[src/design/egs_pkg.sv]
// shared types and constants for the epsilon-greedy selector
package egs_pkg;

  localparam logic [16:0] ONE_Q16     = 17'd65536;
  localparam logic [16:0] EPS_RESET   = 17'd6554;
  localparam int          DIV_STEPS   = 17;

  typedef struct packed {
    logic [15:0] source_node;
    logic [15:0] action_id;
    logic [31:0] action_value;
    logic [15:0] explore_draw;
    logic [5:0]  other_pick;
    logic        set_last;
  } in_t;

  typedef struct packed {
    logic [15:0] from_node;
    logic [15:0] target_action;
    logic [5:0]  rank_position;
    logic [16:0] probability;
    logic        probability_valid;
    logic        is_chosen;
    logic        result_last;
  } out_t;

  // one complete set handed from front to back
  typedef struct packed {
    logic [15:0] source;
    logic [15:0] explore;
    logic [5:0]  pick;
    logic [16:0] eps;
  } job_t;

  typedef struct packed {
    logic busy;
    logic pop;
  } back_stat_t;

  typedef enum logic [1:0] {
    BK_IDLE,
    BK_DIV,
    BK_SCAN
  } back_state_t;

endpackage

[src/design/epsilon_greedy_selector_top.sv]
// top level of the epsilon-greedy selector: front store plus back ranking engine
// after the last beat of a set of n pairs the back runs a divide (skipped for n = 1), then
//   n scans over the stored pairs, one result per scan
// busy stays high from the last beat until the final result is on the ports
// reset: rst_n synchronous, active low; clears counts, queue and state, epsilon to 6554
// the receiver cannot stall: each result beat shows for exactly one cycle on out_strobe
module epsilon_greedy_selector_top #(
  parameter int MAX_ACTIONS = 16
) (
  input  logic          clk,
  input  logic          rst_n,
  input  logic          start,
  output logic          busy,
  input  egs_pkg::in_t  in_data,
  output logic          out_strobe,
  output egs_pkg::out_t out_data,
  input  logic          cfg_we,
  input  logic [16:0]   cfg_wdata
);

  // count width holds the store depth itself, index width addresses it
  localparam int CW = $clog2(MAX_ACTIONS + 1);
  localparam int IW = $clog2(MAX_ACTIONS);

  egs_pkg::back_stat_t bstat;
  egs_pkg::job_t       job;
  logic                job_valid;
  logic [CW-1:0]       job_n;
  logic [IW-1:0]       rd_addr;
  logic [15:0]         rd_id;
  logic [31:0]         rd_val;

  // front: takes pair beats into the store and queues a finished set
  egs_front #(.MAX_ACTIONS(MAX_ACTIONS), .CW(CW), .IW(IW)) u_front (
    .clk       (clk),
    .rst_n     (rst_n),
    .start     (start),
    .busy      (busy),
    .in_data   (in_data),
    .cfg_we    (cfg_we),
    .cfg_wdata (cfg_wdata),
    .bstat     (bstat),
    .job_valid (job_valid),
    .job       (job),
    .job_n     (job_n),
    .rd_addr   (rd_addr),
    .rd_id     (rd_id),
    .rd_val    (rd_val)
  );

  // back: ranks the stored set by repeated max scans and emits the result beats
  egs_back #(.MAX_ACTIONS(MAX_ACTIONS), .CW(CW), .IW(IW)) u_back (
    .clk        (clk),
    .rst_n      (rst_n),
    .job_valid  (job_valid),
    .job        (job),
    .job_n      (job_n),
    .bstat      (bstat),
    .rd_addr    (rd_addr),
    .rd_id      (rd_id),
    .rd_val     (rd_val),
    .out_strobe (out_strobe),
    .out_data   (out_data)
  );

endmodule

[src/design/egs_front.sv]
// front: pair store, epsilon register and one-deep set queue
module egs_front #(
  parameter int MAX_ACTIONS = 16,
  parameter int CW = $clog2(MAX_ACTIONS + 1),
  parameter int IW = $clog2(MAX_ACTIONS)
) (
  input  logic                clk,
  input  logic                rst_n,
  input  logic                start,
  output logic                busy,
  input  egs_pkg::in_t        in_data,
  input  logic                cfg_we,
  input  logic [16:0]         cfg_wdata,
  input  egs_pkg::back_stat_t bstat,
  output logic                job_valid,
  output egs_pkg::job_t       job,
  output logic [CW-1:0]       job_n,
  input  logic [IW-1:0]       rd_addr,
  output logic [15:0]         rd_id,
  output logic [31:0]         rd_val
);

  logic [15:0]    id_mem  [MAX_ACTIONS];
  logic [31:0]    val_mem [MAX_ACTIONS];
  logic [CW-1:0]  count_r, count_nxt;
  logic [16:0]    eps_r;
  logic           qv_r, qv_nxt;
  egs_pkg::job_t  job_r, job_nxt;
  logic [CW-1:0]  n_r, n_nxt;
  logic           accept, has_room;
  logic [16:0]    eps_sat;

  assign busy     = qv_r | bstat.busy;
  assign accept   = start & ~busy;
  assign has_room = count_r < CW'(MAX_ACTIONS);
  assign eps_sat  = (eps_r > egs_pkg::ONE_Q16) ? egs_pkg::ONE_Q16 : eps_r;

  always_comb begin
    count_nxt = count_r;
    qv_nxt    = qv_r & ~bstat.pop;
    job_nxt   = job_r;
    n_nxt     = n_r;
    if (accept) begin
      if (has_room) count_nxt = count_r + 1'b1;
      if (in_data.set_last) begin
        count_nxt       = '0;
        qv_nxt          = 1'b1;
        n_nxt           = has_room ? count_r + 1'b1 : count_r;
        job_nxt.source  = in_data.source_node;
        job_nxt.explore = in_data.explore_draw;
        job_nxt.pick    = in_data.other_pick;
        job_nxt.eps     = eps_sat;
      end
    end
  end

  always_ff @(posedge clk) begin
    if (!rst_n) begin
      count_r <= '0;
      qv_r    <= 1'b0;
      eps_r   <= egs_pkg::EPS_RESET;
    end else begin
      count_r <= count_nxt;
      qv_r    <= qv_nxt;
      if (cfg_we) eps_r <= cfg_wdata;
    end
    job_r <= job_nxt;
    n_r   <= n_nxt;
  end

  always_ff @(posedge clk) begin
    if (accept && has_room) begin
      id_mem[count_r[IW-1:0]]  <= in_data.action_id;
      val_mem[count_r[IW-1:0]] <= in_data.action_value;
    end
    rd_id  <= id_mem[rd_addr];
    rd_val <= val_mem[rd_addr];
  end

  assign job_valid = qv_r;
  assign job       = job_r;
  assign job_n     = n_r;

endmodule

[src/design/egs_back.sv]
// back: probability divider, selection-sort scan and result emission
module egs_back #(
  parameter int MAX_ACTIONS = 16,
  parameter int CW = $clog2(MAX_ACTIONS + 1),
  parameter int IW = $clog2(MAX_ACTIONS)
) (
  input  logic                clk,
  input  logic                rst_n,
  input  logic                job_valid,
  input  egs_pkg::job_t       job,
  input  logic [CW-1:0]       job_n,
  output egs_pkg::back_stat_t bstat,
  output logic [IW-1:0]       rd_addr,
  input  logic [15:0]         rd_id,
  input  logic [31:0]         rd_val,
  output logic                out_strobe,
  output egs_pkg::out_t       out_data
);

  egs_pkg::back_state_t state_r, state_nxt;
  egs_pkg::job_t        job_r, job_nxt;
  logic [CW-1:0]        n_r, n_nxt, chosen_r, chosen_nxt, rank_r, rank_nxt, j_r, j_nxt;
  logic [4:0]           cnt_r, cnt_nxt;
  logic [CW-1:0]        rem_r, rem_nxt;
  logic [16:0]          quo_r, quo_nxt;
  logic                 rv_r, rv_nxt;
  logic [IW-1:0]        ridx_r, ridx_nxt, best_idx_r, best_idx_nxt;
  logic                 best_ok_r, best_ok_nxt;
  logic [31:0]          best_key_r, best_key_nxt;
  logic [15:0]          best_id_r, best_id_nxt;
  logic [MAX_ACTIONS-1:0] done_r, done_nxt;
  logic                 ostb_r, ostb_nxt;
  egs_pkg::out_t        od_r, od_nxt;
  logic [CW:0]          tmp, dvs;
  logic [31:0]          key;
  logic                 take;
  logic [6:0]           pick_x, lim_x;

  assign key     = {~rd_val[31], rd_val[30:0]};
  assign take    = ~done_r[ridx_r] & (~best_ok_r | (key > best_key_r));
  assign dvs     = {1'b0, n_r - 1'b1};
  assign tmp     = {rem_r, quo_r[16]};
  assign rd_addr = j_r[IW-1:0];

  always_comb begin
    state_nxt    = state_r;
    job_nxt      = job_r;
    n_nxt        = n_r;
    chosen_nxt   = chosen_r;
    rank_nxt     = rank_r;
    j_nxt        = j_r;
    cnt_nxt      = cnt_r;
    rem_nxt      = rem_r;
    quo_nxt      = quo_r;
    rv_nxt       = 1'b0;
    ridx_nxt     = ridx_r;
    best_ok_nxt  = best_ok_r;
    best_idx_nxt = best_idx_r;
    best_key_nxt = best_key_r;
    best_id_nxt  = best_id_r;
    done_nxt     = done_r;
    ostb_nxt     = 1'b0;
    od_nxt       = od_r;
    bstat.pop    = 1'b0;
    bstat.busy   = state_r != egs_pkg::BK_IDLE;
    pick_x       = {1'b0, job.pick};
    lim_x        = 7'(job_n) - 7'd2;
    case (state_r)
      egs_pkg::BK_IDLE: begin
        if (job_valid) begin
          bstat.pop   = 1'b1;
          job_nxt     = job;
          n_nxt       = job_n;
          rank_nxt    = '0;
          j_nxt       = '0;
          best_ok_nxt = 1'b0;
          done_nxt    = '0;
          rem_nxt     = '0;
          quo_nxt     = job.eps;
          cnt_nxt     = '0;
          if (job_n == CW'(1) || {1'b0, job.explore} <= (egs_pkg::ONE_Q16 - job.eps))
            chosen_nxt = '0;
          else
            chosen_nxt = CW'(((pick_x > lim_x) ? lim_x : pick_x) + 7'd1);
          state_nxt = (job_n == CW'(1)) ? egs_pkg::BK_SCAN : egs_pkg::BK_DIV;
        end
      end
      egs_pkg::BK_DIV: begin
        if (tmp >= dvs) begin
          rem_nxt = CW'(tmp - dvs);
          quo_nxt = {quo_r[15:0], 1'b1};
        end else begin
          rem_nxt = tmp[CW-1:0];
          quo_nxt = {quo_r[15:0], 1'b0};
        end
        cnt_nxt = cnt_r + 1'b1;
        if (cnt_r == 5'(egs_pkg::DIV_STEPS - 1)) state_nxt = egs_pkg::BK_SCAN;
      end
      egs_pkg::BK_SCAN: begin
        if (j_r < n_r) begin
          rv_nxt   = 1'b1;
          ridx_nxt = j_r[IW-1:0];
          j_nxt    = j_r + 1'b1;
        end
        if (rv_r) begin
          if (take) begin
            best_ok_nxt  = 1'b1;
            best_idx_nxt = ridx_r;
            best_key_nxt = key;
            best_id_nxt  = rd_id;
          end
          if (CW'(ridx_r) == n_r - 1'b1) begin
            // end of pass: the winner is this rank's entry
            ostb_nxt                 = 1'b1;
            done_nxt[best_idx_nxt]   = 1'b1;
            od_nxt.from_node         = job_r.source;
            od_nxt.target_action     = best_id_nxt;
            od_nxt.rank_position     = 6'(rank_r);
            od_nxt.probability_valid = n_r != CW'(1);
            if (n_r == CW'(1))      od_nxt.probability = '0;
            else if (rank_r == '0)  od_nxt.probability = egs_pkg::ONE_Q16 - job_r.eps;
            else                    od_nxt.probability = quo_r;
            od_nxt.is_chosen         = rank_r == chosen_r;
            od_nxt.result_last       = rank_r == n_r - 1'b1;
            rank_nxt    = rank_r + 1'b1;
            best_ok_nxt = 1'b0;
            j_nxt       = '0;
            rv_nxt      = 1'b0;
            if (rank_r == n_r - 1'b1) state_nxt = egs_pkg::BK_IDLE;
          end
        end
      end
      default: state_nxt = egs_pkg::BK_IDLE;
    endcase
  end

  always_ff @(posedge clk) begin
    if (!rst_n) begin
      state_r <= egs_pkg::BK_IDLE;
      ostb_r  <= 1'b0;
      rv_r    <= 1'b0;
    end else begin
      state_r <= state_nxt;
      ostb_r  <= ostb_nxt;
      rv_r    <= rv_nxt;
    end
    job_r      <= job_nxt;
    n_r        <= n_nxt;
    chosen_r   <= chosen_nxt;
    rank_r     <= rank_nxt;
    j_r        <= j_nxt;
    cnt_r      <= cnt_nxt;
    rem_r      <= rem_nxt;
    quo_r      <= quo_nxt;
    ridx_r     <= ridx_nxt;
    best_ok_r  <= best_ok_nxt;
    best_idx_r <= best_idx_nxt;
    best_key_r <= best_key_nxt;
    best_id_r  <= best_id_nxt;
    done_r     <= done_nxt;
    od_r       <= od_nxt;
  end

  assign out_strobe = ostb_r;
  assign out_data   = od_r;

endmodule

[config.mk]
export PLATFORM = sky130hd
export DESIGN_NAME = epsilon_greedy_selector_top
export DESIGN_NICKNAME = d
export VERILOG_FILES = /design/src/design/egs_pkg.sv /design/src/design/epsilon_greedy_selector_top.sv /design/src/design/egs_front.sv /design/src/design/egs_back.sv
export SDC_FILE = /design/constraint.sdc
export NUM_CORES = 1
export LEC_CHECK = 0
export BUFFER_PORTS_ARGS = -buffer_cell sky130_fd_sc_hd__buf_2
export CORE_ASPECT_RATIO = 2
export CORE_MARGIN = 2
export CORE_UTILIZATION = 55
export CTS_BUF_LIST = sky130_fd_sc_hd__clkbuf_2
export CTS_CLUSTER_DIAMETER = 50
export DETAILED_ROUTE_END_ITERATION = 7
export GPL_TIMING_DRIVEN = 0
export PLACE_DENSITY = 0.78
export SYNTH_ARGS = -nofsm -noshare
export SYNTH_HDL_FRONTEND = slang
export SYNTH_SLANG_ARGS = --single-unit
[constraint.sdc]
create_clock -name clk -period 8.2 [get_ports clk]
set_input_delay 0.41 -clock clk [delete_from_list [all_inputs] [get_ports clk]]
set_output_delay 0.41 -clock clk [all_outputs]
set_load 0.01 [all_outputs]
=== After elaboration in Yosys (flattened, before gate mapping) ===
Memories as Yosys holds them, arrays and structs flattened. A register that Yosys moved wholly into a read port is not among the register bits.
Cells that the tools add are included.

* Bitwise operators: 11
* $lt $le $gt $ge: 10
* Equality and inequality tests: 15
* Mux-type cells: 52
* Reductions and logical operators: 21
* Add/subtract/negate cells: 10

{| class="wikitable"
|+ Operator list
! operator !! number
|-
| $mux W16 || 4
|-
| $mux W5 || 10
|-
| $pmux W5 S2 || 4
|-
| $mux W17 || 2
|-
| $pmux W17 S2 || 1
|-
| $sub A17 B17 Y17 const A || 2
|-
| $gt A32 B32 Y1 || 1
|-
| $pmux W16 S2 || 1
|-
| $add A5 B1 Y5 const B || 5
|-
| $gt A17 B17 Y1 const B || 1
|-
| $le A16 B17 Y1 || 1
|-
| $mux W1 || 17
|-
| $or A16 B16 Y16 || 1
|-
| $reduce_and A2 Y1 || 7
|-
| $mux W2 || 6
|-
| $mux W4 || 3
|-
| $eq A5 B1 Y1 const B || 2
|-
| $eq A5 B5 Y1 || 2
|-
| $lt A4 B5 Y1 const B || 2
|-
| $reduce_and A3 Y1 || 3
|-
| $ne A2 B1 Y1 const B || 4
|-
| $reduce_and A4 Y1 || 2
|-
| $gt A6 B7 Y1 || 1
|-
| $ge A6 B5 Y1 || 1
|-
| other kinds (26) || 36
|}

* Memories kept: 2
* Register bits after elaboration: 297
* Logic and storage cells: 154
* RAM bits: 768
* Output and inout port bits: 60
* Input port bits: 108

{| class="wikitable"
|+ Memory list
! memory !! depth !! bits a word !! read ports !! clocked after Yosys merged registers in !! write ports !! line !! source
|-
| u_front.val_mem || 16 || 32 || 1 || 1 || 1 || egs_front.sv:24 || <nowiki>logic [31:0] val_mem [MAX_ACTIONS];</nowiki>
|-
| u_front.id_mem || 16 || 16 || 1 || 1 || 1 || egs_front.sv:23 || <nowiki>logic [15:0] id_mem [MAX_ACTIONS];</nowiki>
|}

=== Longest topological paths before layout ===
Gate-level depths: netlist (run 1).

* Depth in word-level cells: 15
* Gate-level depth with buffers: 16
* Mapped depth without buffers: 15

=== Modules after synthesis ===
A second synthesis (run 1) with hierarchy kept.

* Cells, all modules: 2283
* Area total of the unflattened synthesis: 43352.8 um2

{| class="wikitable"
|+ By module, submodules not included
! module !! area each (um2) !! seq. area each (um2) !! cells an instance !! times used
|-
| egs_front || 32626.3 || 26285.2 || 1427 || 1
|-
| egs_back || 10726.5 || 6386.1 || 856 || 1
|}

=== Worst setup path before layout (run 1) ===
Ideal clock, no wire load.

* Path kind: register to register
* Start point: register u_back.state_r[1]
* End point: memory u_front.id_mem[0][0] (enable)
* Setup time: 513 ps
* Stages on the path, launching flop included: 6
* Slack: 3094 ps
* Path buffers: 0
* Arrival: 4593 ps
* Period minus slack after synthesis: 5106 ps
* Data required time: 7687 ps
* Cells stage by stage: dfxtp_1 -> nor3_1 -> nand2_1 -> nor2_1 -> nand2_1 -> nor3_1

* Word-level cells in the longest chain between the ends: 7

{| class="wikitable"
|+ RTL lines
! what !! line !! source
|-
| start: declaration || egs_back.sv:20 || <nowiki>egs_pkg::back_state_t state_r, state_nxt;</nowiki>
|-
| start signal: assignment || egs_back.sv:139 || <nowiki>state_r <= egs_pkg::BK_IDLE;</nowiki>
|-
| start signal: assignment || egs_back.sv:143 || <nowiki>state_r <= state_nxt;</nowiki>
|-
| $reduce_bool A2 Y1 || egs_back.sv:65 || <nowiki>bstat.busy = state_r != egs_pkg::BK_IDLE;</nowiki>
|-
| $or A1 B1 Y1 || egs_front.sv:33 || <nowiki>assign busy = qv_r | bstat.busy;</nowiki>
|-
| $not A1 Y1 || egs_front.sv:34 || <nowiki>assign accept = start & ~busy;</nowiki>
|-
| $and A1 B1 Y1 || egs_front.sv:34 ||
|-
| $logic_and A1 B1 Y1 || egs_front.sv:72 || <nowiki>if (accept && has_room) begin</nowiki>
|-
| $mux W1 || egs_front.sv:72 ||
|-
| $mux W1 (not written as such) || egs_front.sv:73 || <nowiki>id_mem[count_r[IW-1:0]] <= in_data.action_id;</nowiki>
|-
| end: declaration || egs_front.sv:23 ||
|}

Every way passes these cells.

=== Final worst setup path (run 1) ===
* Start point: register u_front.job_r (netlist bit u_front.job[3])
* End point: register u_back.chosen_r[2], data pin

* Word-level cells in the longest chain between the ends: 3

{| class="wikitable"
|+ RTL lines
! what !! line !! source
|-
| start: declaration || egs_front.sv:28 || <nowiki>egs_pkg::job_t job_r, job_nxt;</nowiki>
|-
| start signal: assignment || egs_front.sv:67 || <nowiki>job_r <= job_nxt;</nowiki>
|-
| $sub A17 B17 Y17 || egs_back.sv:81 || <nowiki>if (job_n == CW'(1) || {1'b0, job.explore} <= (egs_pkg::ONE_Q16 - job.eps))</nowiki>
|-
| $le A16 B17 Y1 || egs_back.sv:81 ||
|-
| $logic_or A1 B1 Y1 || egs_back.sv:81 ||
|-
| end signal: assignment || egs_back.sv:149 || <nowiki>chosen_r <= chosen_nxt;</nowiki>
|-
| end: declaration || egs_back.sv:22 || <nowiki>logic [CW-1:0] n_r, n_nxt, chosen_r, chosen_nxt, rank_r, rank_nxt, j_r, j_nxt;</nowiki>
|}

Every way passes these cells.
A chain may end at the register's enable or synchronous reset.

==> metrics.txt, run 1 <==
status=completed; setup TNS=0 ns; Min-Delay Path Class=primary input to register; Clock Tree Root=clkbuf_2; initial antenna violation count=6; delay-heaviest family, CP=simple AND/OR/NAND/NOR gates; final worst-path cycle share=0.576; crit path DAT=5.79 ns; Max VDD drop=122 uV; Async SR Flop Fraction=0; FP Rows=145; Worst Path Required=9.26 ns; Remaining DRCs=0; Final #Nets=3020; Final Worst Setup Slack=3.48 ns; final setup violation count=0; P per Cell Area=201 nW/um^2; GRT Total Usage=0.266; core region area=78200 um^2; top cells by count, synth=1038 x edfxtp_1, 244 x mux4_2, 79 x ha_1; Post-Syn Nets=2324; CP Launch Type=register; TritonCTS Sinks=1113; slowest cell on the critical path=o21ai_0; register area share after synthesis=0.753; Ys Warns=0; slowest stage delay, CP=0.92 ns; PortBufs=165; unrepaired setup endpoints after global routing=false; Crit. End Element=register; vias=24.1k; highest clock rate=212 MHz; CTS tree=built; Final Max Slew Viols=0; final std cells w/o fill=4052; post-synthesis cell count=2136; Max-slew headroom=0.109; Antenna Nets Post-Route=0; final wirelength=106000 um; Synth cell types=64; Area contributors post-synth=edfxtp_1 72%, mux4_2 13%, dfxtp_1 3.5%, ha_1 2.3%, mux2_2 0.99%; leak pwr=17.7 nW; clock skew=0.135 ns; CTS buffer count=221; io pins=168; Max-Cap Viols=0; CTS resizes=0; post-layout util=0.654; die area=81300 um^2; insertion delay to the later sink of the worst-skew pair=1.48 ns; area leader, netlist=edfxtp_1; total congestion overflow=0; Main synth FF type=edfxtp_1; Slew @ Worst Pin=1.34 ns; Final min period=4.72 ns; Crit Path Max Fanout=5; final hold viol count=0; die height=401 um; # fillers=5062; hold slack=0.222 ns; Max Root-Sink Buffers=3; placed insts=3389; Setup CP Type=register to register; Place WS=4.03 ns; P&R area growth vs syn=17.9%; first-pass GRT wire length=158000 um; Clock transition at path regs=0.13 ns; router iterations before antenna repair=5; vias in the first global route=26.3k; largest net degree at the start of global routing=59; crit-path cells=nor2_1 > nand3_1 > or3_1 > nor2b_1 > nand2b_1 > xnor2_1 > ha_1 > nand4_1 > a21oi_1 > o31a_1 > o21ai_0 > a221oi_1; Synth Area per Inst=20.3 um^2; Initial Util=0.555; initial DRC count=2456; synthesized area=43400 um^2; Critical path buffers and inverters=0; routability cong.=0.905; top-area cell type share of the netlist area=0.719; HPWL after detailed placement=69100 um; detail-routed via count per cell=5.95; die span in x=203 um; share of layout cells above drive strength 1=0.296; H-tree levels=4; number of enable flip-flop cells after synthesis=1038; flops & latches, synth=1113; count leader, synth=edfxtp_1; Routed WL per cell=26.2 um
[cells in the final DEF (no fill, tap or decap), drive strengths merged, types with 38 or more instances in the layout]
cell            n
edfxtp       1038
buf           244
ha             79
a21oi          38
dfxtp          75
clkinv         71
inv            80
nand2          69
dlygate4sd3   249
xnor2          43
clkbuf        395
mux4          244
mux2           38
nor2           58
[sequential cells by signal, indices dropped and copies added, names as in the netlist, 4 cells and up]
| name | flops |
|---|---|
| u_back.out_data | 57 |
| u_back.chosen_r | 5 |
| u_front.eps_r | 17 |
| u_back.ridx_r | 4 |
| u_front.rd_val | 32 |
| u_back.rem_r | 5 |
| u_back.best_idx_r | 4 |
| u_back.job_r | 33 |
| u_back.rank_r | 5 |
| u_back.cnt_r | 5 |
| u_back.n_r | 5 |
| u_back.best_id_r | 16 |
| u_front.id_mem | 256 |
| u_back.done_r | 16 |
| u_front.job | 55 |
| u_front.val_mem | 512 |
| u_back.j_r | 5 |
| u_back.quo_r | 17 |
| u_front.job_n | 5 |
| u_front.count_r | 5 |
| u_front.rd_id | 16 |
| u_back.best_key_r | 32 |
[logic make-up (layout without fill, tap and decap cells)]
family          Yosys count  count (layout)  share of synthesized area
flops                  1113            1113                      0.753
mux                     309             309                      0.143
simple gates            291             291                     0.0337
buf+inv                 159            1043                     0.0141
compound gates          123             123                     0.0204
fa+ha+maj                80              80                     0.0233
xor+xnor                 60              60                     0.0121
other cells               1               4                  0.0000865
[power by group]
part | leakage, nW | total, mW | internal [mW] | switching, mW
sequential | 10.0 | 6.37 | 6.31 | 0.0603
combinational | 6.09 | 0.672 | 0.317 | 0.355
clock | 1.56 | 3.24 | 1.16 | 2.08
total | 17.7 | 10.3 | 7.78 | 2.49
[worst paths after layout]
kind | from | end | slack, ns | cells past startpoint
max | u_front.job[3] | u_back.chosen_r[2] | 3.48 | 12
min reg2reg | u_back.job_r[48] | u_back.out_data[51] | 0.41 | 0
min | start | u_front.count_r[4] | 0.22 | 5
max reg2reg | u_front.job[3] | u_back.chosen_r[2] | 3.48 | 12
[repair_timing]
item / in CTS / in global routing
setup buffers: 0 / 0
hold buffers: 249 / 0
hold endpoints to repair: 950 / 0
[layout make-up]
type | instances | area (um^2) | share of cell area
flip-flops and latches | 1113 | 32700 | 0.639
repair buffers | 473 | 4270 | 0.0834
plain buffers | 85 | 334 | 0.00653
inverters | 74 | 278 | 0.00543
clock buffers | 330 | 1650 | 0.0323
clock inverters | 81 | 412 | 0.00805
well taps | 1029 | 1290 | 0.0252
multi-input cells | 864 | 10200 | 0.200
diodes | 3 | 7.51 | 0.000147
[per-layer routing]
layer | GRT usage | routed length [um]
met1 | 0.289 | 35400
met2 | 0.484 | 58100
met3 | 0.0483 | 7170
met4 | 0.152 | 5710
met5 | 0 | 38
[per-stage QoR]
step	cell area (um^2)	power, mW
2_1_floorplan	43400	6.80
3_3_place_gp	45500	7.00
3_5_place_dp	46600	7.05
4_1_cts	51100	10.3
5_1_grt	51100	10.6
6_report	51100	10.3
[worst register-to-register path, cell delays in order, from the launching register on]
cell and delay (ns):
edfxtp_1 0.50, nor2_1 0.17, nand3_1 0.20, or3_1 0.46
nor2b_1 0.48, nand2b_1 0.13, xnor2_1 0.19, ha_1 0.27
nand4_1 0.35, a21oi_1 0.13, o31a_1 0.31, o21ai_0 0.92
a221oi_1 0.25
Note: power is estimated with default switching activity, not from simulation.
==> run 2: changes to the inputs <==
--- a/config.mk
+++ b/config.mk
@@ -13,7 +13,7 @@
 export CTS_CLUSTER_DIAMETER = 50
 export DETAILED_ROUTE_END_ITERATION = 7
 export GPL_TIMING_DRIVEN = 0
-export PLACE_DENSITY = 0.78
+export PLACE_DENSITY = 0.81
 export SYNTH_ARGS = -nofsm -noshare
 export SYNTH_HDL_FRONTEND = slang
 export SYNTH_SLANG_ARGS = --single-unit
==> constraint.sdc (replaced) <==
create_clock -name clk -period 4.2 [get_ports clk]
set_input_delay 0.21 -clock clk [delete_from_list [all_inputs] [get_ports clk]]
set_output_delay 0.21 -clock clk [all_outputs]
set_load 0.01 [all_outputs]
==> metrics.txt, run 2 (synthesis results as in run 1) <==
status=completed; Reg2Reg Depth=13 (+1); R2R Setup Slk=0.06 ns (-3.42 ns); leak pwr=17.8 nW (+0.84%); highest clock rate=241 MHz (+14%); Max VDD drop=256 uV (+110%); unrepaired setup endpoints after global routing=false; H-tree levels=4 (unchanged); Max-Cap Viols=0 (unchanged); CTS buffer count=219 (-0.90%); Antenna Nets Post-Route=0 (unchanged); Final min period=4.14 ns (-0.581 ns); die area=81300 um^2 (unchanged); hold path startpoint=in_data[72]; met3 Resource Use GR=0.0580 (+0.00974); die height=401 um (unchanged); clock skew=0.116 ns (-0.0185 ns); global routing usage on met2=0.486 (+0.00108); share of layout cells above drive strength 1=0.289 (-0.00712); Global Route met1 Usage=0.289 (about the same); WHS Endpoint=u_front.job[40]; core region area=78200 um^2 (unchanged); initial DRC count=2478 (+0.90%); Place WS=-0.242 ns (-4.27 ns); reg2reg start=u_front.job[0]; Final Max Slew Viols=0 (unchanged); Max Root-Sink Buffers=3 (unchanged); CP Launch Type=register; GRT Total Usage=0.269 (+0.00248); most frequent cells in the layout=1038 x edfxtp_1, 310 x clkbuf_2, 286 x dlygate4sd3_1; HPWL after detailed placement=67300 um (-2.7%); Worst R2R End=u_back.chosen_r[0]; worst hold stages=3 (-2); Final #Nets=3043 (+0.76%); CTS tree=built; Setup CP Type=register to register; Slew @ Worst Pin=1.24 ns (-0.101 ns); first-pass GRT wire length=160000 um (+1.2%); final wirelength=107000 um (+0.97%); initial antenna violation count=8 (+2); P per Cell Area=389 nW/um^2 (+93%); Worst Path Required=5.39 ns (-3.87 ns); Max-slew headroom=0.176 (+0.0674); io pins=168 (unchanged); TritonCTS Sinks=1113 (unchanged); crit path DAT=5.33 ns (-0.46 ns); router iterations before antenna repair=7 (+2); grt peak-use layer=met2; Crit. End Element=register; final hold viol count=0 (unchanged); Final Worst Setup Slack=0.0584 ns (-3.42 ns); total congestion overflow=0 (unchanged); final setup violation count=0 (unchanged); Clock transition at path regs=0.16 ns (+0.03 ns); insertion delay to the later sink of the worst-skew pair=1.44 ns (-0.04 ns); Crit Path Max Fanout=5 (unchanged); detail-routed via count per cell=6.04 (+1.4%); Clock Tree Root=clkbuf_2; Min-Delay Path Class=primary input to register; Remaining DRCs=0 (unchanged); die span in x=203 um (unchanged); FP Rows=145 (unchanged); final worst-path cycle share=0.986 (+0.410); vias=24.6k (+1.9%); P&R area growth vs syn=19.3%; vias in the first global route=26.7k (+1.7%); Routed WL per cell=26.4 um (+0.50%); Initial Util=0.555 (unchanged); PortBufs=165 (unchanged); routability cong.=0.878 (-3.0%); setup TNS=0 ns (unchanged); most common cell after layout, fill and taps aside=edfxtp_1; max reg flops=512 (unchanged); largest net degree at the start of global routing=45 (-24%); # fillers=4828 (-4.6%)
run 2: cell types whose count changed in the layout (fill, tap and decap cells not counted), sizes merged:
cell	previous run	this run
dlygate4sd3	249	286
clkbuf	395	375
clkinv	71	84
buf	244	232
bufinv	2	3
clkinvlp	2	3
inv	80	79
run 2: routing by layer:
| layer | wire [um] | vias to the layer above | part of all wire |
|---|---|---|---|
| li1 | - | 10248 | - |
| met1 | 34800 | 12306 | 0.32 |
| met2 | 58300 | 1602 | 0.54 |
| met3 | 8510 | 403 | 0.079 |
| met4 | 5770 | 10 | 0.054 |
| met5 | 50 | - | 0.00047 |
run 2: what timing repair did:
item,CTS,global route
setup endpoints to repair,7,5
pin swaps,0,0
gates resized for setup,2,2
hold endpoints to repair,1092,0
hold buffers,286,0
cloned,0,0
buffers inserted,0,0
run 2: worst max-delay path, cell delays in order, from the launching register on:
cell	delay, ns
edfxtp_1	0.52
inv_1	0.18
ha_1	0.24
nand2_1	0.17
nor3_1	0.34
nand2_1	0.24
nor3_1	0.24
xor2_1	0.10
ha_1	0.31
nand4_1	0.28
a21oi_1	0.43
o31a_1	0.25
o21ai_4	0.16
a211oi_1	0.42
run 2: worst max-delay path by stage:
stage / start / to / slack, ns
floorplan: u_back.state_r[1] / u_front.id_mem[10][0] / 0.36
global placement: u_back.state_r[1] / u_front.val_mem[6][19] / -2.61
detailed placement: u_front.job[0] / u_back.chosen_r[1] / -0.24
CTS: u_front.job[0] / u_back.chosen_r[1] / 0.17
global route: u_front.job[0] / u_back.chosen_r[1] / 0.06
finish: u_front.job[0] / u_back.chosen_r[0] / 0.06
run 2: through the flow:
step	hold slack (ns)	utilization	std cells	total power, mW	instance area, um^2
2_1_floorplan	0.309	-	2136	13.3	43400
3_3_place_gp	0.390	0.582	3330	13.6	45500
3_5_place_dp	0.389	0.598	3377	13.8	46800
4_1_cts	0.000774	0.661	4068	20.1	51700
5_1_grt	0.0851	0.661	4069	20.8	51700
6_report	0.165	0.662	4071	20.1	51700
run 2: cell type report:
cell class                 instances  area [um^2]  share of cell area
antenna                            3         7.51            0.000145
clock inverter                    95          520              0.0101
tap                             1029         1290              0.0249
multi-input combinational        864        10300               0.198
clock buffer                     310         1550              0.0300
timing repair buffer             498         4810              0.0931
buffer                            85          334             0.00646
inverter                          74          278             0.00537
sequential                      1113        32700               0.632
run 2: where the power goes:
group | internal (mW) | switching [mW] | leakage [nW]
registers | 12.3 | 0.118 | 10.0
logic | 0.655 | 0.700 | 6.26
clock network | 2.24 | 4.09 | 1.54
total | 15.2 | 4.91 | 17.8
